===== config.mk =====
export PLATFORM = sky130hd
export DESIGN_NAME = qrs_front
export DESIGN_NICKNAME = d
export VERILOG_FILES = /design/src/hw/rtl/qrs_pkg.sv /design/src/hw/rtl/qrs_front.sv
export SDC_FILE = /design/constraint.sdc
export NUM_CORES = 1
export LEC_CHECK = 0
export BUFFER_PORTS_ARGS = -buffer_cell sky130_fd_sc_hd__buf_2
export CAP_MARGIN = 0
export CORE_ASPECT_RATIO = 0.75
export CORE_UTILIZATION = 40
export DETAILED_ROUTE_END_ITERATION = 10
export HOLD_SLACK_MARGIN = 0.15
export PLACE_DENSITY = 0.9
export SYNTH_ARGS = -nofsm -noshare
export SYNTH_HDL_FRONTEND = slang
export SYNTH_SLANG_ARGS = --single-unit

===== constraint.sdc =====
create_clock -name clock -period 5.2 [get_ports clock]
set_input_delay 0.78 -clock clock [delete_from_list [all_inputs] [get_ports clock]]
set_output_delay 0.78 -clock clock [all_outputs]
set_load 0.02 [all_outputs]

===== src/hw/rtl/qrs_pkg.sv =====
// ----------------------------------------------------------------------------
// qrs_pkg
// Shared types and constants for the quantised residual scorer: operation
// codes, field widths, score limits and the front-to-back queue entry.
// ----------------------------------------------------------------------------
package qrs_pkg;

   // field widths of the request and response beats
   localparam int OP_W       = 2;
   localparam int SLOT_W     = 7;
   localparam int VALUE_W    = 16;
   localparam int CENTROID_W = 32;
   localparam int BYTE_W     = 8;
   localparam int SCORE_W    = 40;
   localparam int PROD_W     = 32;

   // depth of the queue between front and back, and of the result queue
   localparam int QUEUE_DEPTH = 4;
   localparam int OUT_DEPTH   = 8;

   // saturation limits of a Q10.30 score
   localparam logic signed [SCORE_W-1:0] SCORE_MAX = {1'b0, {(SCORE_W-1){1'b1}}};
   localparam logic signed [SCORE_W-1:0] SCORE_MIN = {1'b1, {(SCORE_W-1){1'b0}}};

   typedef enum logic [OP_W-1:0] {
      OP_LOAD_QUERY  = 2'd0,
      OP_LOAD_WEIGHT = 2'd1,
      OP_START_CELL  = 2'd2,
      OP_RESIDUAL    = 2'd3
   } op_type;

   // one classified beat as it travels from front to back
   typedef struct packed {
      op_type                        op;
      logic [SLOT_W-1:0]             slot;
      logic signed [VALUE_W-1:0]     load_value;
      logic signed [CENTROID_W-1:0]  centroid;
      logic [BYTE_W-1:0]             residual_byte;
      logic                          first;
      logic                          last;
   } entry_type;

   localparam int ENTRY_W = $bits(entry_type);

endpackage


===== src/hw/rtl/qrs_front.sv =====
// ----------------------------------------------------------------------------
// qrs_front
// Accepts request beats, latches the cell centroid, tracks the byte position
// within the current vector and marks first and last bytes for the back end.
// ----------------------------------------------------------------------------
module qrs_front import qrs_pkg::*; #(
   parameter int DIM       = 128,
   parameter int CODE_BITS = 2,
   localparam int BPV   = (DIM * CODE_BITS + 7) / 8,
   localparam int POS_W = (BPV > 1) ? $clog2(BPV) : 1
) (
   input  logic                         clock,
   input  logic                         reset,
   input  logic                         req_valid,
   output logic                         req_ready,
   input  logic [OP_W-1:0]              req_operation,
   input  logic [SLOT_W-1:0]            req_slot,
   input  logic signed [VALUE_W-1:0]    req_load_value,
   input  logic signed [CENTROID_W-1:0] req_centroid_score,
   input  logic [BYTE_W-1:0]            req_residual_byte,
   output logic                         q_valid,
   input  logic                         q_ready,
   output entry_type                    q_entry,
   output logic [POS_W-1:0]             q_pos
);

   logic [POS_W-1:0]             pos_ff, pos_in;
   logic signed [CENTROID_W-1:0] centroid_ff, centroid_in;
   logic                         accept;
   logic                         at_last;
   op_type                       op;

   assign op        = op_type'(req_operation);
   assign req_ready = q_ready;
   assign q_valid   = req_valid;
   assign accept    = req_valid && q_ready;
   assign at_last   = (pos_ff == POS_W'(BPV - 1));

   // classified beat towards the queue
   always_comb begin
      q_entry.op            = op;
      q_entry.slot          = req_slot;
      q_entry.load_value    = req_load_value;
      q_entry.centroid      = centroid_ff;
      q_entry.residual_byte = req_residual_byte;
      q_entry.first         = (pos_ff == '0);
      q_entry.last          = at_last;
      q_pos                 = pos_ff;
   end

   // byte position and centroid tracking
   always_comb begin
      pos_in      = pos_ff;
      centroid_in = centroid_ff;
      if (accept) begin
         case (op)
            OP_START_CELL: begin
               pos_in      = '0;
               centroid_in = req_centroid_score;
            end
            OP_RESIDUAL: begin
               pos_in = at_last ? '0 : pos_ff + 1'b1;
            end
            default: begin
               pos_in = pos_ff;
            end
         endcase
      end
   end

   always_ff @(posedge clock) begin
      if (reset) begin
         pos_ff      <= '0;
         centroid_ff <= '0;
      end else begin
         pos_ff      <= pos_in;
         centroid_ff <= centroid_in;
      end
   end

endmodule


======== After elaboration in Yosys (flattened, before gate mapping) ========
Index checks and enable logic that the tools add are counted.
cells by class
  $add $sub $neg .......................... 1
  muxes and demuxes ....................... 2
  reduce and logical (&&, ||, !) cells .... 5
  eq/ne operators ......................... 3
operators with widths
  cell                                                           number
  5-bit case mux with 2 select lines                             1
  5-bit by 1-bit adder with 5-bit output, second input constant  1
  5-bit equality test, second input constant                     1
  5-bit logical NOT                                              1
  5-bit 2-to-1 mux                                               1
  2-bit equality test, second input constant                     2
  2-bit AND reduction                                            2
  2-bit nonzero test                                             1
  1-bit logical AND                                              1
storage, ports and cells
  output and inout bits ................... 74
  register bits ........................... 37
  input port bits ......................... 69
  word-level logic and storage cells ...... 13

======== Depth between registers and ports, before layout ========
Gate-level depths: netlist of the first run.
  depth after elaboration ................. 3
  depth in mapped cells ................... 6
  mapped depth without buffers ............ 6

======== Worst setup path before layout of the first run ========
Ideal clock, no wire load.
  kind .................................... flip-flop to output port
  start ................................... register pos_ff[0] (netlist: q_pos[0])
  end ..................................... output port q_entry[1] (netlist bit)
  data required time ...................... 4.420 ns
  path slack .............................. 3.090 ns
  arrival time ............................ 1.330 ns
  buffers on the path ..................... 0
  cell stages (with the launch flop) ...... 4
  path through ............................ dfxtp_1 -> inv_1 -> ha_1 -> nor4b_1
RTL lines
  element                   line             source
  start: declaration        qrs_front.sv:27  logic [POS_W-1:0] pos_ff, pos_in;
  start signal: assignment  qrs_front.sv:76  pos_ff <= pos_in;
  end: declaration          qrs_front.sv:23  output entry_type q_entry,

==> reports/qor.csv, run 1 <==
metric,value,unit
Final Hold Viols,0,
clock sinks,37,
Routed WL,3440,um
Clock transition at path regs,0.07,ns
most frequent cells in the layout,"buf_2 (80), nand2_1 (68), dfxtp_1 (37)",
1st-iter DRT viols,65,
core area,3830,sq um
via count,1458,
hold depth,2,
pins over their slew limit,0,
post-cts sizing count,0,
final worst path period need,2.21,ns
Die Wd,76.8,um
Syn Inst Count,211,
run status,finished clean,
Final HPWL DP,2480,um
initial antenna violation count,0,
share of cells above drive strength 1,36.4,%
Final Util,50.7,%
Final Setup Violations,0,
number of diodes,0,
Skew-Pair Late Insertion Delay,0.28,ns
Tot GR Track Use,16.1,%
M1 wire length,1500,um
GPL Wtd Cong,0.764,
"most common cell after layout, fill and taps aside",buf_2,
clock tree buffer depth,2,
CTS tree,built,
CP endpoint kind,output pin,
vias in the first global route,1310,
Max Used Layer,met4,
Worst Setup EP,q_entry[0],
Finished Cell Area,1940,sq um
pin count of the biggest net entering global routing,39,
CTS root buffer,clkbuf_8,
Worst Clk Skew,0.00121,ns
DP Area,1830,sq um
fmax,0.453,GHz
residual DRC count,0,
Seq cells post-synth,37,
ANT nets after route,0,
number of CTS-inserted buffers,5,
critical setup path kind,register to output pin,
sequential area share after synthesis,44.1,%
first-pass GRT wire length,5670,um
Critical Path AT,1.43,ns
unrepaired setup endpoints after global routing,false,
die area,4460,sq um
HP Class,register to register,
met3 wire len,331,um
leakage power,0.883,nW
synthesis-to-finish area growth,15.6,%
Post-Place Cells,297,
Max-Cap Viols,0,
cts hold-fix bufs,0,
FF-to-FF setup slack,3.34,ns
drt wl/cell,11.3,um
Worst-Margin Slew,0.667,ns
Crit Reg-Reg Startpoint,q_pos[0]$_SDFFE_PP0P_,
crit path launch,q_pos[0]$_SDFFE_PP0P_,
NumNets Final,324,
Required @ worst endpoint,4.42,ns
TritonRoute pass-1 iters,4,
r2r endpoint,q_pos[3]$_SDFFE_PP0P_,
height of the die,58.1,um
crit-path max FO,5,
Via density,4.78,
Synth warnings,0,
total gr overflow,0,
synthesized net count,283,
met2 WL post-DR,1600,um
setup_tns,0,ns
Non-Filler Instances,305,
power density of the placed cells,302,nW/um^2
Synth Area per Inst,7.96,sq um
Worst Reg2Reg Path Length in Cells,6,
Post-Syn Area,1680,sq um
H-tree depth,2,
post-synth cell types,25,
row count,19,
initial core utilization,43.9,%
Slew HR,55.3,%
post-CTS setup buffer count,0,
io pins,143,
Power Total,0.586,mW
critical path startpoint category,register,
worst vdd ir,0.196,mV
period utilization,42.5,%
port bufs,80,
-- worst max-delay path, cell delays in order, from the launching register on --
cell and delay [ns]:
dfxtp_1 0.36, ha_1 0.23, and3_1 0.19, ha_1 0.20, buf_2 0.17
-- cells in the mapped netlist (all sizes together) --
cell type / number / area [sq um]
nand2: 68 / 255
buf: 40 / 290
dfxtp: 37 / 741
a21oi: 35 / 175
clkbuf: 7 / 36.3
nand3: 5 / 30.0
ha: 3 / 37.5
and3: 2 / 13.8
inv: 2 / 7.51
a31oi: 1 / 6.26
a32o: 1 / 10.0
and2b: 1 / 7.51
and4b: 1 / 11.3
nand4: 1 / 6.26
nand4b: 1 / 8.76
nor2b: 1 / 6.26
nor3b: 1 / 7.51
nor4b: 1 / 8.76
o21ai: 1 / 5.00
or2b: 1 / 7.51
or4: 1 / 7.51
-- sequential cells by signal (all words and copies together), names as in the netlist --
signal and count:
centroid_ff 32, q_pos 5
-- routing by layer --
metal	vias to the layer above	GRT usage, %
met3	4	6.46
met5	-	0
met2	80	27.3
met1	645	19.1
li1	729	-
met4	0	4.67
-- report_power, final --
group / switching, mW / internal [mW]
clock network: 0.101 / 0.143
registers: 0.00291 / 0.289
logic: 0.0298 / 0.0200
total: 0.134 / 0.452
-- layout make-up --
cell class                 instances  area (sq um)
clock inverter                     3          46.3
multi-input combinational        125           604
inverter                           2          7.51
clock buffer                       5          68.8
fill                             374          1890
timing repair buffer              81           408
sequential                        37           741
tap                               52          65.1
-- per-stage QoR --
step	hold WS [ns]	worst slack (ns)
CTS	0.458	2.99
finish	0.455	2.99
detailed placement	0.447	2.92
global route	0.466	2.91
global placement	0.438	2.97
floorplan	0.532	3.09
-- logic make-up (layout without fill, tap and decap cells) --
group	after synthesis	in the layout	synth area share, %
simple gates	84	84	22.1
flops	37	37	44.1
buf+inv	49	91	19.9
compound gates	38	38	11.7
fa+ha+maj	3	3	2.24
-- worst min-delay path by stage --
stage / from / end / slack, ns
2_1_floorplan: centroid_ff[18]$_SDFFE_PP0P_ / centroid_ff[18]$_SDFFE_PP0P_ / 0.53
3_3_place_gp: centroid_ff[8]$_SDFFE_PP0P_ / centroid_ff[8]$_SDFFE_PP0P_ / 0.44
3_5_place_dp: centroid_ff[8]$_SDFFE_PP0P_ / centroid_ff[8]$_SDFFE_PP0P_ / 0.45
4_1_cts: centroid_ff[30]$_SDFFE_PP0P_ / centroid_ff[30]$_SDFFE_PP0P_ / 0.46
5_1_grt: centroid_ff[30]$_SDFFE_PP0P_ / centroid_ff[30]$_SDFFE_PP0P_ / 0.47
6_report: centroid_ff[19]$_SDFFE_PP0P_ / centroid_ff[19]$_SDFFE_PP0P_ / 0.45
Note: power is estimated with default switching activity, not from simulation.
==> inputs of run 2 (changes only) <==
- ABC_AREA: unset -> 1
- CORE_UTILIZATION: 40 -> 36
- PLACE_DENSITY: 0.9 -> 0.83
- clock period: 5.2 -> 2 ns (I/O delays scaled with it)
==> run 2 against run 1 <==
Against the previous run: non-clock buffer count is 2 higher; clock skew rose by 0.0022 ns; worst hold slack got worse by 0.25 ns; first-iteration DRC count shrank 29%; combinational power rose to 4.2 times the previous value; via count is 11% higher; sequential share of layout area down 3.9 points; highest routed layer unchanged.
==> reports/qor.csv, run 2 <==
metric,value,unit,change
Critical Path AT,1.43,ns,about the same
core area,5010,sq um,+31%
TritonRoute pass-1 iters,4,,unchanged
1st-iter DRT viols,46,,-29%
clock sinks,37,,unchanged
NumNets Final,400,,+23%
pin count of the biggest net entering global routing,35,,-10%
Synth Area per Inst,6.78,sq um,-15%
met3 wire len,253,um,-24%
Final Hold Viols,0,,unchanged
Final Setup Violations,0,,unchanged
fill cell count,560,,+50%
Max-Cap Viols,0,,unchanged
worst vdd ir,0.249,mV,+27%
post-CTS setup buffer count,0,,unchanged
residual DRC count,0,,unchanged
Synth async-reset ratio,0,%,unchanged
ranking of synthesized cells by area,"dfxtp_1 (39%), nand2_1 (15%), buf_4 (14%)",,
Reg with most FFs,centroid_ff,,
number of CTS-inserted buffers,5,,unchanged
initial core utilization,38.3,%,-5.6 points
ANT nets after route,0,,unchanged
Clock transition at path regs,0.07,ns,about the same
unrepaired setup endpoints after global routing,false,,
initial antenna violation count,0,,unchanged
max FFs per register,32,,unchanged
Post-Syn Area,1920,sq um,+14%
Via density,4.04,,-15%
share of cells above drive strength 1,27.4,%,-9.0 points
Worst Clk Skew,0.00339,ns,+0.00218 ns
cts hold-fix bufs,0,,unchanged
power density of the placed cells,672,nW/um^2,+120%
sequential area share after synthesis,38.6,%,-5.5 points
HP Class,input pin to register,,
CTS tree,built,,
period utilization,86.3,%,
post-cts sizing count,0,,unchanged
top_reg_cell synth,dfxtp_1,,
height of the die,65.2,um,+12%
crit-path max FO,5,,unchanged
most frequent cells in the layout,"buf_2 (80), nand2_1 (75), nor2_1 (72)",,
GPL Wtd Cong,0.797,,+4.3%
Final HPWL DP,2530,um,+2.2%
H-tree depth,2,,unchanged
final hold slack,0.201,ns,-0.254 ns
setup_tns,0,ns,unchanged
Required @ worst endpoint,1.70,ns,-2.72 ns
CP endpoint kind,output pin,,
Max Used Layer,met4,,
Multi-input gate area,679,sq um,+12%
number of diodes,0,,unchanged
Placement Setup Slack,0.579,ns,-2.34 ns
critical setup path kind,register to output pin,,
Slew HR,76.3,%,+21 points
first-pass GRT wire length,5700,um,+0.49%
critical path startpoint category,register,,
pins over their slew limit,0,,unchanged
Syn Inst Count,283,,+34%
Die Wd,86.3,um,+12%
Seq cells post-synth,37,,unchanged
final worst path period need,1.73,ns,
row count,22,,+3
Tot GR Track Use,13.1,%,-3.1 points
Worst-Margin Slew,0.356,ns,-0.311 ns
CTS root buffer,clkbuf_8,,
top-count cell post-synth,nand2_1,,
vias in the first global route,1333,,+1.8%
Synth top area share,38.6,%,-5.5 points
port bufs,80,,unchanged
Skew-Pair Late Insertion Delay,0.27,ns,about the same
io pins,143,,unchanged
run status,finished clean,,
via count,1622,,+11%
setup ws final,0.274,ns,-2.72 ns
fmax,0.579,GHz,
number of synthesized flops with an enable pin,0,,unchanged
"most common cell after layout, fill and taps aside",buf_2,,
Synth warnings,0,,unchanged
most frequent cells after synthesis,"nand2_1 (75), nor2_1 (72), inv_1 (39)",,
FF+latch area,741,sq um,unchanged
die area,5630,sq um,+26%
"area leader, netlist",dfxtp_1,,
Routed WL,3500,um,+1.7%
post-synth cell types,18,,-28%
total gr overflow,0,,unchanged
synthesis-to-finish area growth,12.7,%,
clock tree buffer depth,2,,unchanged
met2 WL post-DR,1590,um,-0.31%
drt wl/cell,8.72,um,-23%
synthesized net count,355,,+25%
M1 wire length,1620,um,+7.8%
leakage power,1.24,nW,+41%
## run 2: changes by cell type after synthesis, moves of 6 or more
cell,change
buf_6,+6
nor2_1,+72
inv_1,+37
a21oi_1,-33
nand2_1,+7
## run 2: where the power goes
group	internal [mW]	switching, mW
clock	0.247	0.225
combinational	0.0825	0.124
sequential	0.761	0.0130
total	1.09	0.363
## run 2: final cells by class
class	instances	share of cell area (%)
Multi-Input combinational cell	161	31.4
Tap cell	72	4.16
Sequential cell	37	34.2
Timing Repair Buffer	83	19.5
Inverter	40	6.94
Clock buffer	8	3.70
## run 2: final timing paths
kind | from | to | slack, ns | cells past startpoint
max | q_pos[0]$_SDFFE_PP0P_ | q_entry[0] | 0.27 | 5
min | reset | q_pos[4]$_SDFFE_PP0P_ | 0.20 | 2
max reg2reg | q_pos[0]$_SDFFE_PP0P_ | q_pos[0]$_SDFFE_PP0P_ | 0.56 | 8
min reg2reg | centroid_ff[9]$_SDFFE_PP0P_ | centroid_ff[9]$_SDFFE_PP0P_ | 0.48 | 2
## run 2: worst max-delay path, stage by stage (launching register included)
cell and delay [ns]:
dfxtp_1 0.42, ha_1 0.23, nand2_1 0.08, nor2_1 0.10
ha_1 0.16, buf_2 0.16
## run 2: logic make-up (layout without fill, tap and decap cells)
logic type,after synthesis,after routing,synth area share (%)
AO/OA/AOI/OAI,3,3,0.782
XOR/XNOR,1,1,0.456
adder cells (fa/ha/maj),3,3,1.96
buffers and inverters,85,131,26.0
flip-flops,37,37,38.6
AND/OR/NAND/NOR,154,154,32.2
## run 2: layer usage
metal  vias to the layer above  GRT usage [%]
met3                         8           5.15
met2                        65           22.3
met5                         -              0
met4                         0           4.79
met1                       683           14.7
li1                        866              -
## run 2: through the flow
stage	util, %	power (mW)	cell area, sq um	std cells
after floorplan	-	1.02	1920	283
after global placement	41.6	0.995	2080	393
after detailed placement	41.6	1.00	2080	393
after CTS	43.2	1.49	2160	401
after global routing	43.2	1.55	2160	401
final	43.2	1.45	2160	401
