$ cat config.mk
export PLATFORM = sky130hd
export DESIGN_NAME = qrs_fifo
export DESIGN_NICKNAME = d
export VERILOG_FILES = /design/src/hw/rtl/qrs_fifo.sv
export SDC_FILE = /design/constraint.sdc
export NUM_CORES = 1
export LEC_CHECK = 0
export BUFFER_PORTS_ARGS = -buffer_cell sky130_fd_sc_hd__buf_2
export CAP_MARGIN = 20
export CORE_MARGIN = 5
export CORE_UTILIZATION = 55
export CTS_CLUSTER_DIAMETER = 150
export DETAILED_ROUTE_END_ITERATION = 12
export PLACE_DENSITY = 0.76
export SETUP_SLACK_MARGIN = 0.1
export SLEW_MARGIN = 0
export SYNTH_ARGS = -nofsm -noshare
export SYNTH_HDL_FRONTEND = slang
export SYNTH_SLANG_ARGS = --single-unit
export TNS_END_PERCENT = 30
$ cat constraint.sdc
create_clock -name clock -period 2.65 [get_ports clock]
set_input_delay 0.3975 -clock clock [delete_from_list [all_inputs] [get_ports clock]]
set_output_delay 0.3975 -clock clock [all_outputs]
set_load 0.05 [all_outputs]
$ cat src/hw/rtl/qrs_fifo.sv
// ----------------------------------------------------------------------------
// qrs_fifo
// Small register queue with valid/ready on both sides; the head is read
// straight from a register so the pop side sees no logic from the push side.
// ----------------------------------------------------------------------------
module qrs_fifo #(
   parameter int WIDTH = 8,
   parameter int DEPTH = 4
) (
   input  logic             clock,
   input  logic             reset,
   input  logic             push_valid,
   output logic             push_ready,
   input  logic [WIDTH-1:0] push_data,
   output logic             pop_valid,
   input  logic             pop_ready,
   output logic [WIDTH-1:0] pop_data
);

   localparam int PTR_W = (DEPTH > 1) ? $clog2(DEPTH) : 1;
   localparam int CNT_W = $clog2(DEPTH + 1);

   logic [WIDTH-1:0] mem_ff [DEPTH];
   logic [PTR_W-1:0] wr_ptr_ff, wr_ptr_in;
   logic [PTR_W-1:0] rd_ptr_ff, rd_ptr_in;
   logic [CNT_W-1:0] count_ff, count_in;
   logic             push_fire;
   logic             pop_fire;

   assign push_ready = (count_ff != CNT_W'(DEPTH));
   assign pop_valid  = (count_ff != '0);
   assign pop_data   = mem_ff[rd_ptr_ff];
   assign push_fire  = push_valid && push_ready;
   assign pop_fire   = pop_valid && pop_ready;

   // pointer and fill level update
   always_comb begin
      wr_ptr_in = wr_ptr_ff;
      rd_ptr_in = rd_ptr_ff;
      count_in  = count_ff;
      if (push_fire) begin
         wr_ptr_in = (wr_ptr_ff == PTR_W'(DEPTH - 1)) ? '0 : wr_ptr_ff + 1'b1;
      end
      if (pop_fire) begin
         rd_ptr_in = (rd_ptr_ff == PTR_W'(DEPTH - 1)) ? '0 : rd_ptr_ff + 1'b1;
      end
      if (push_fire && !pop_fire) begin
         count_in = count_ff + 1'b1;
      end else if (pop_fire && !push_fire) begin
         count_in = count_ff - 1'b1;
      end
   end

   always_ff @(posedge clock) begin
      if (reset) begin
         wr_ptr_ff <= '0;
         rd_ptr_ff <= '0;
         count_ff  <= '0;
      end else begin
         wr_ptr_ff <= wr_ptr_in;
         rd_ptr_ff <= rd_ptr_in;
         count_ff  <= count_in;
      end
   end

   // storage
   always_ff @(posedge clock) begin
      if (push_fire) begin
         mem_ff[wr_ptr_ff] <= push_data;
      end
   end

endmodule

Word-level counts from Yosys, hierarchy flattened. Memories as Yosys holds them, arrays and structs flattened. A register that Yosys moved wholly into a read port is not among the register bits. Cells that the tools add are included.

Output and inout port bits: 10. Register bits: 7. Memory bits (writable): 32. Word-level logic and storage cells: 27. Memories: 1.

Muxes and demuxes: 8. Eq/ne operators: 3. Reductions and logical operators: 8. Add/sub/neg operators: 4.

Memory list: mem_ff (depth 4, bits a word 8, read ports 1, clocked after Yosys merged registers in 1, wr ports 1, line 23) `logic [WIDTH-1:0] mem_ff [DEPTH];`.

Operators by type and width (number): 2-to-1 mux 2 bit (4); 2-to-1 mux 3 bit (2); adder 2 x 1 -> 2 bit (second input constant) (2); equality test 2 bit (second input constant) (2); logical AND 1 bit (4); adder 3 x 1 -> 3 bit (second input constant) (1); inequality test 3 bit (second input constant) (1); nonzero test 3 bit (1); subtractor 3 x 1 -> 3 bit (second input constant) (1); zero test 1 bit (2); 2-to-1 mux 1 bit (2); nonzero test 2 bit (1).

Logic depth before layout (Yosys ltp). Gate-level depths: netlist (run 1).

Depth after elaboration: 6. Mapped depth: 9. Gate-level depth less buffers: 8.

Worst setup path before layout (run 1). No wires, ideal clock.

Path type: reg-to-reg. Start: register count_ff[0]. End: register count_ff[2]. Data arrival time: 2.295 ns. Data required time: 2.580 ns. Path buffers: 1. Cell stages (with the launch flop): 10. Setup slack: 0.285 ns. Cell sequence: dfxtp_1 or3b_1 clkbuf_2 and2_4 ha_1 inv_1 fa_1 xor2_1 or3_2 a21oi_1.

Longest elaborated chain between the ends: 5.

RTL lines: from (decl) (line 26) `logic [CNT_W-1:0] count_ff, count_in;`; from (signal assigned) (line 62) `count_ff <= count_in;`; inequality test 3 bit (*) (line 30) `assign push_ready = (count_ff != CNT_W'(DEPTH));`; net push_ready (line 13) `output logic push_ready,`; logical AND 1 bit (*) (line 33) `assign push_fire = push_valid && push_ready;`; net push_fire (line 27) `logic push_fire;`; zero test 1 bit (line 49) `end else if (pop_fire && !push_fire) begin`; logical AND 1 bit (line 49); nonzero test 2 bit (no source line).

Mark *: on every way through the listed nets, which the timed path passes. The rest lies on a longest branch. The select of a mux whose other input is x is not followed. A chain may end at the register's enable or synchronous reset.

Final worst setup path (run 1).
Start: register count_ff[0]. End: register count_ff[2].

Longest elaborated chain between the ends: 5.

RTL lines (line): inequality test 3 bit (*) (30); logical AND 1 bit (*) (33); net push_fire (27); zero test 1 bit (49); logical AND 1 bit (49); nonzero test 2 bit (no source line).

Marked as above.

==> impl_metrics.json, run 1 <==
{
  "clock_network_latency_to_the_later_pin_of_the_worst_skew_pair_ns": 0.35,
  "rows": 19,
  "placement.setup.worst_slack_ns": 0.339,
  "placement.cell_area_sq_um": 1770,
  "route.final.wire_length_um": 2490,
  "routedWlPerCell_um": 17.0,
  "num_vias": 829,
  "cts_tree": "yes",
  "layoutNonFillerInstCount": 147,
  "power.net_switching_mw": 0.691,
  "netlist_top_cells_area": "sky130_fd_sc_hd__edfxtp_1, sky130_fd_sc_hd__dfxtp_1, sky130_fd_sc_hd__mux4_2",
  "buffer_ports.inserted": 21,
  "die_area_sq_um": 4160,
  "rsz0062_at_grt": "no",
  "switching_power_as_a_share_of_total_power_pct": 36.7,
  "synth.yosys.warnings": 0,
  "h_tree_depth_reported_by_cts": 2,
  "power.static_leakage_nw": 0.688,
  "mapped_cell_area_sq_um": 1630,
  "number_of_iterations_in_the_first_detailed_routing_pass": 4,
  "first_global_vias": 906,
  "io_pins": 22,
  "dominantRegCellSynth": "sky130_fd_sc_hd__edfxtp_1",
  "setup_ws_ns": 0.312,
  "synth_cell_types": 26,
  "setup-violations-final": 0,
  "timing.critical_path.to_type": "flip-flop",
  "layout.cells.most_common": "sky130_fd_sc_hd__edfxtp_1",
  "layout.cells.most_common_list": "sky130_fd_sc_hd__edfxtp_1, sky130_fd_sc_hd__buf_2, sky130_fd_sc_hd__dfxtp_1, sky130_fd_sc_hd__mux4_2, sky130_fd_sc_hd__ha_1",
  "number_of_drc_violations_after_detailed_routing_iteration_0": 60,
  "async_reset_ff_share_pct": 0,
  "grt_max_degree": 14,
  "critical_path_arrival_ns": 2.62,
  "power_frac_clock_pct": 18.4,
  "syn_nets": 109,
  "clock_sink_count": 41,
  "wire_length_of_the_first_global_routing_pass_um": 4190,
  "highest_fanout_seen_on_the_critical_path": 7,
  "die-width_um": 64.5,
  "outcome": "complete, no violations",
  "maxCapViolations": 0,
  "total_of_cells_resized_after_clock_tree_synthesis": 0,
  "finish.net_count": 134,
  "clock_tree.buffer_depth": 2,
  "finalHoldViolCount": 0,
  "design_area_sq_um": 1840,
  "timing.setup.critical_path_class": "reg2reg",
  "number_of_buffers_inserted_during_clock_tree_synthesis": 5,
  "number_of_remaining_drc_errors": 0,
  "ir_worst_vdd_v": 0.000524,
  "die_height_um": 64.5,
  "start_util_pct": 58.3,
  "cellPowerDensity_nw_per_um2": 1020,
  "final.setup_skew_ns": 0.0101,
  "place_hpwl_um": 1780,
  "synth.ff_latch_count": 41,
  "cts.clk_slew.worst_paths_ns": 0.12,
  "count_of_buffers_added_by_post_cts_timing_repair_for_setup": 0,
  "highest_clock_frequency_the_design_can_meet_ghz": 0.428,
  "number_of_antenna_violations_at_the_first_check_in_global_routing": 0,
  "synth-edff-count": 32,
  "layout-drive-gt1-share_pct": 38.8,
  "drt-vias-per-instance": 5.64,
  "timing.critical_path.required_ns": 2.93,
  "placed_cells_incl_taps": 139,
  "route.antenna.remaining_nets": 0,
  "routabilityCongestion": 0.768,
  "synthesis.area_per_instance_sq_um": 18.2,
  "cellInternalPower_mw": 1.19,
  "cts_hold_buffers": 0,
  "slew_headroom_pct": 62.9,
  "clock_period_minus_worst_slack_ns": 2.34,
  "clockRootBuffer": "sky130_fd_sc_hd__clkbuf_4",
  "setup_tns_ns": 0,
  "netlist.top_cell.by_area": "sky130_fd_sc_hd__edfxtp_1",
  "timing.final.max_slew_violations": 0,
  "fp.coreArea_sq_um": 2810,
  "power.combinational.fraction_pct": 35.6,
  "grt_overflow": 0,
  "worstMarginPinSlew_ns": 0.556,
  "gr-usage-all-layers_pct": 14.3,
  "crit_path_start_kind": "flip-flop",
  "sequentialPowerShare_pct": 46.0,
  "min_path_type": "in2reg",
  "final_worst_path_period_share_pct": 88.2,
  "yosysTopAreaCellShare_pct": 58.8,
  "synthesis.instances": 90,
  "power.total_mw": 1.88,
  "diodes": 0,
  "seq_area_frac_synth_pct": 69.8,
  "area.growth.synth_to_final_pct": 12.6
}
## registers in the layout, summed over array words and instances, names as in the netlist, named ones only
register and cells:
count_ff 3, mem_ff 32, rd_ptr_ff 2, wr_ptr_ff 2
## cell usage after synthesis, types with 2 or more instances
| library cell | count |
|---|---|
| sky130_fd_sc_hd__edfxtp_1 | 32 |
| sky130_fd_sc_hd__dfxtp_1 | 9 |
| sky130_fd_sc_hd__mux4_2 | 8 |
| sky130_fd_sc_hd__ha_1 | 6 |
| sky130_fd_sc_hd__and3_2 | 4 |
| sky130_fd_sc_hd__inv_1 | 3 |
| sky130_fd_sc_hd__mux2i_1 | 3 |
| sky130_fd_sc_hd__nor2_1 | 3 |
| sky130_fd_sc_hd__a21oi_1 | 2 |
| sky130_fd_sc_hd__nand2b_1 | 2 |
| sky130_fd_sc_hd__or3_2 | 2 |
| sky130_fd_sc_hd__xor2_1 | 2 |
## critical path, cell delays in order, from the launching register on
cell	delay (ns)
sky130_fd_sc_hd__dfxtp_1	0.44
sky130_fd_sc_hd__or3b_1	0.24
sky130_fd_sc_hd__and2_4	0.20
sky130_fd_sc_hd__ha_1	0.19
sky130_fd_sc_hd__inv_1	0.06
sky130_fd_sc_hd__fa_1	0.38
sky130_fd_sc_hd__xor2_1	0.17
sky130_fd_sc_hd__or3_2	0.43
sky130_fd_sc_hd__a21oi_1	0.16
## power by group through the flow
stage / Clock, mW / Sequential (mW) / Combinational (mW)
after floorplan: 0 / 0.842 / 0.560
after global placement: 0 / 0.877 / 0.646
after detailed placement: 0 / 0.884 / 0.674
after CTS: 0.364 / 0.869 / 0.677
after global routing: 0.397 / 0.882 / 0.713
final: 0.346 / 0.867 / 0.670
## cell families after synthesis
family | count (synthesis) | synth area share (%)
DFF | 41 | 69.8
and+or+nand+nor | 17 | 6.51
adders and majority gates | 7 | 5.82
AOI/OAI and AO/OA | 5 | 2.14
muxes | 11 | 12.9
xor gates and xnor gates | 2 | 1.07
buffers and inverters | 7 | 1.76
## through the flow
step,util (%),hold WS (ns)
3_3_place_gp,63.0,0.478
4_1_cts,65.6,0.236
3_5_place_dp,63.0,0.492
6_report,65.6,0.258
5_1_grt,65.6,0.217
2_1_floorplan,-,0.463
## metal layers
metal / global-route usage [%] / share of wire [%]
met4: 8.71 / 2.4
met1: 15.6 / 41
met5: 0 / 0
met3: 6.74 / 5.9
met2: 22.7 / 51
## path summary, 6_finish.rpt
| path | start | to | slack [ns] | depth (start not counted) |
|---|---|---|---|---|
| max | count_ff[0] | count_ff[2] | 0.31 | 8 |
| min | push_data[3] | mem_ff[3][3] | 0.26 | 1 |
| max reg2reg | count_ff[0] | count_ff[2] | 0.31 | 8 |
| min reg2reg | rd_ptr_ff[0] | flip-flop | 0.50 | 2 |
## layout make-up
cell class	count	area, sq um
Multi-Input combinational cell	42	464
Inverter	3	11.3
Clock buffer	7	66.3
Sequential cell	41	1140
Tap cell	31	38.8
Fill cell	215	966
Clock inverter	1	5.00
Timing Repair Buffer	22	113
(Power assumes the default switching activity.)
==> run 2: changes to the inputs <==
- CORE_ASPECT_RATIO: not set -> 1.2
==> run 2 against run 1 <==
Against the previous run: clock-buffer cell count unchanged; clock power rose by 18%; register-to-register slack improved by 0.08 ns; fmax increased by 3.3%; non-clock buffer count is the same; sequential cell count stayed put; clock skew fell by 0.0041 ns; total power up 2.5%; design area up 1.4%; combinational power down 2%; via count fell by 0.24%; global-route usage down 0.59 points; highest routed layer unchanged.
==> impl_metrics.json, run 2 (same netlist as run 1, synthesis figures left out) <==
{
  "outcome": "complete, no violations",
  "r2r.worst_path.cells": 8,
  "buffer_ports.inserted": 21,
  "critical_path_arrival_ns": 2.55,
  "number_of_antenna_violations_at_the_first_check_in_global_routing": 0,
  "clock_sink_count": 41,
  "layout.cells.most_common_list": "sky130_fd_sc_hd__edfxtp_1, sky130_fd_sc_hd__buf_2, sky130_fd_sc_hd__dfxtp_1, sky130_fd_sc_hd__mux4_2, sky130_fd_sc_hd__ha_1",
  "min_to": "mem_ff[2][4]",
  "cp_cell_sequence": "or3b_1 -> and2_4 -> ha_1 -> inv_1 -> fa_1 -> xor2_1 -> or3_2 -> a21oi_1",
  "start_util_pct": 57.6,
  "hold-path-cell-count": 1,
  "worstMarginPinSlew_ns": 0.526,
  "clock_period_minus_worst_slack_ns": 2.26,
  "placement.cell_area_sq_um": 1770,
  "grt_overflow": 0,
  "timing.critical_path.slowest_cell_delay_ns": 0.45,
  "power.total_mw": 1.93,
  "clock_tree.buffer_depth": 2,
  "number_of_buffers_inserted_during_clock_tree_synthesis": 5,
  "power.static_leakage_nw": 0.700,
  "clockRootBuffer": "sky130_fd_sc_hd__clkbuf_4",
  "rows": 21,
  "fillers": 193,
  "layout.cells.most_common": "sky130_fd_sc_hd__edfxtp_1",
  "gr-usage-all-layers_pct": 13.7,
  "reg_top3": "mem_ff: 32 flops, count_ff: 3 flops",
  "timing.critical_path.to_type": "flip-flop",
  "io_pins": 22,
  "regMostFlops": "mem_ff",
  "layout-drive-gt1-share_pct": 39.7,
  "path_delay_family": "simple AND/OR/NAND/NOR gates",
  "critical_path_top_delay_cell": "sky130_fd_sc_hd__dfxtp_1",
  "die_height_um": 69.7,
  "regToRegStartpoint": "count_ff[0]",
  "timing.setup.critical_path_class": "reg2reg",
  "setup_ws_ns": 0.387,
  "number_of_iterations_in_the_first_detailed_routing_pass": 4,
  "finalHoldViolCount": 0,
  "highest_fanout_seen_on_the_critical_path": 7,
  "design_area_sq_um": 1860,
  "count_of_buffers_added_by_post_cts_timing_repair_for_setup": 0,
  "highest_clock_frequency_the_design_can_meet_ghz": 0.442,
  "maxCapViolations": 0,
  "number_of_drc_violations_after_detailed_routing_iteration_0": 18,
  "num_vias": 827,
  "final.setup_skew_ns": 0.00604,
  "number_of_remaining_drc_errors": 0,
  "drt-vias-per-instance": 5.51,
  "routedWlPerCell_um": 15.8,
  "area.growth.synth_to_final_pct": 14.1,
  "first_global_vias": 885,
  "timing.final.max_slew_violations": 0,
  "largest_register_ff_count": 32,
  "total_of_cells_resized_after_clock_tree_synthesis": 0,
  "diodes": 0,
  "route.antenna.remaining_nets": 0,
  "multi_input_area_sq_um": 464,
  "cts_tree": "yes",
  "timing.critical_path.buf_inv": 1,
  "clock_network_latency_to_the_later_pin_of_the_worst_skew_pair_ns": 0.34,
  "final_worst_path_period_share_pct": 85.4,
  "hold-worst-slack_ns": 0.262,
  "finish.net_count": 134,
  "routabilityCongestion": 0.694,
  "slew_headroom_pct": 64.9,
  "min_path_type": "in2reg",
  "grt_max_degree": 14,
  "ir_worst_vdd_v": 0.000787,
  "final-seq-area_sq_um": 1140,
  "hold_start": "push_data[4]",
  "cellPowerDensity_nw_per_um2": 1030,
  "place_hpwl_um": 1710,
  "timing.critical_path.required_ns": 2.93,
  "die-width_um": 59.8,
  "cts.clk_slew.worst_paths_ns": 0.11,
  "cts_hold_buffers": 0,
  "fp.coreArea_sq_um": 2840,
  "r2r-end": "count_ff[2]",
  "placement.setup.worst_slack_ns": 0.420,
  "h_tree_depth_reported_by_cts": 2,
  "rsz0062_at_grt": "no",
  "crit_path_start_kind": "flip-flop",
  "setup_tns_ns": 0,
  "wire_length_of_the_first_global_routing_pass_um": 4020,
  "route.final.wire_length_um": 2370,
  "reg2reg_slack_ns": 0.39,
  "setup-violations-final": 0,
  "die_area_sq_um": 4170
}
==> run 2: area by class of cell <==
cell class / count / share of cell area (%)
clock buffers: 7 / 4.70
flip-flops and latches: 41 / 61.2
clock inverters: 1 / 0.268
well taps: 34 / 2.28
repair buffers: 22 / 6.04
multi-input cells: 42 / 24.9
inverters: 3 / 0.604
==> run 2: stage by stage <==
step           util (%)  std cells
6_report           65.7        150
5_1_grt            65.7        150
4_1_cts            65.7        150
3_5_place_dp       62.4        142
3_3_place_gp       62.4        142
2_1_floorplan         -         90
==> run 2: worst max path at each step <==
| stage | startpoint | end | slack, ns | depth (start not counted) |
|---|---|---|---|---|
| floorplan | count_ff[0] | count_ff[2] | 0.29 | 9 |
| global placement | count_ff[0] | count_ff[2] | 0.50 | 8 |
| detailed placement | count_ff[0] | count_ff[2] | 0.42 | 8 |
| CTS | flip-flop | pop_data[5] | 0.37 | 2 |
| global route | count_ff[0] | count_ff[2] | 0.20 | 8 |
| finish | count_ff[0] | count_ff[2] | 0.39 | 8 |
==> run 2: power by group <==
group / switching (mW) / leakage (nW) / total [mW] / internal (mW)
sequential: 0.0768 / 0.367 / 0.866 / 0.790
combinational: 0.415 / 0.281 / 0.655 / 0.240
clock: 0.191 / 0.0516 / 0.407 / 0.216
total: 0.683 / 0.700 / 1.93 / 1.25
==> run 2: routing by layer <==
| metal | part of all wire (%) | global-route usage (%) | vias to the layer above |
|---|---|---|---|
| met5 | 0 | 0 | - |
| met4 | 1.8 | 9.61 | 0 |
| met3 | 6.9 | 3.72 | 4 |
| met2 | 53 | 22.1 | 27 |
| met1 | 38 | 14.9 | 401 |
| li1 | - | - | 395 |
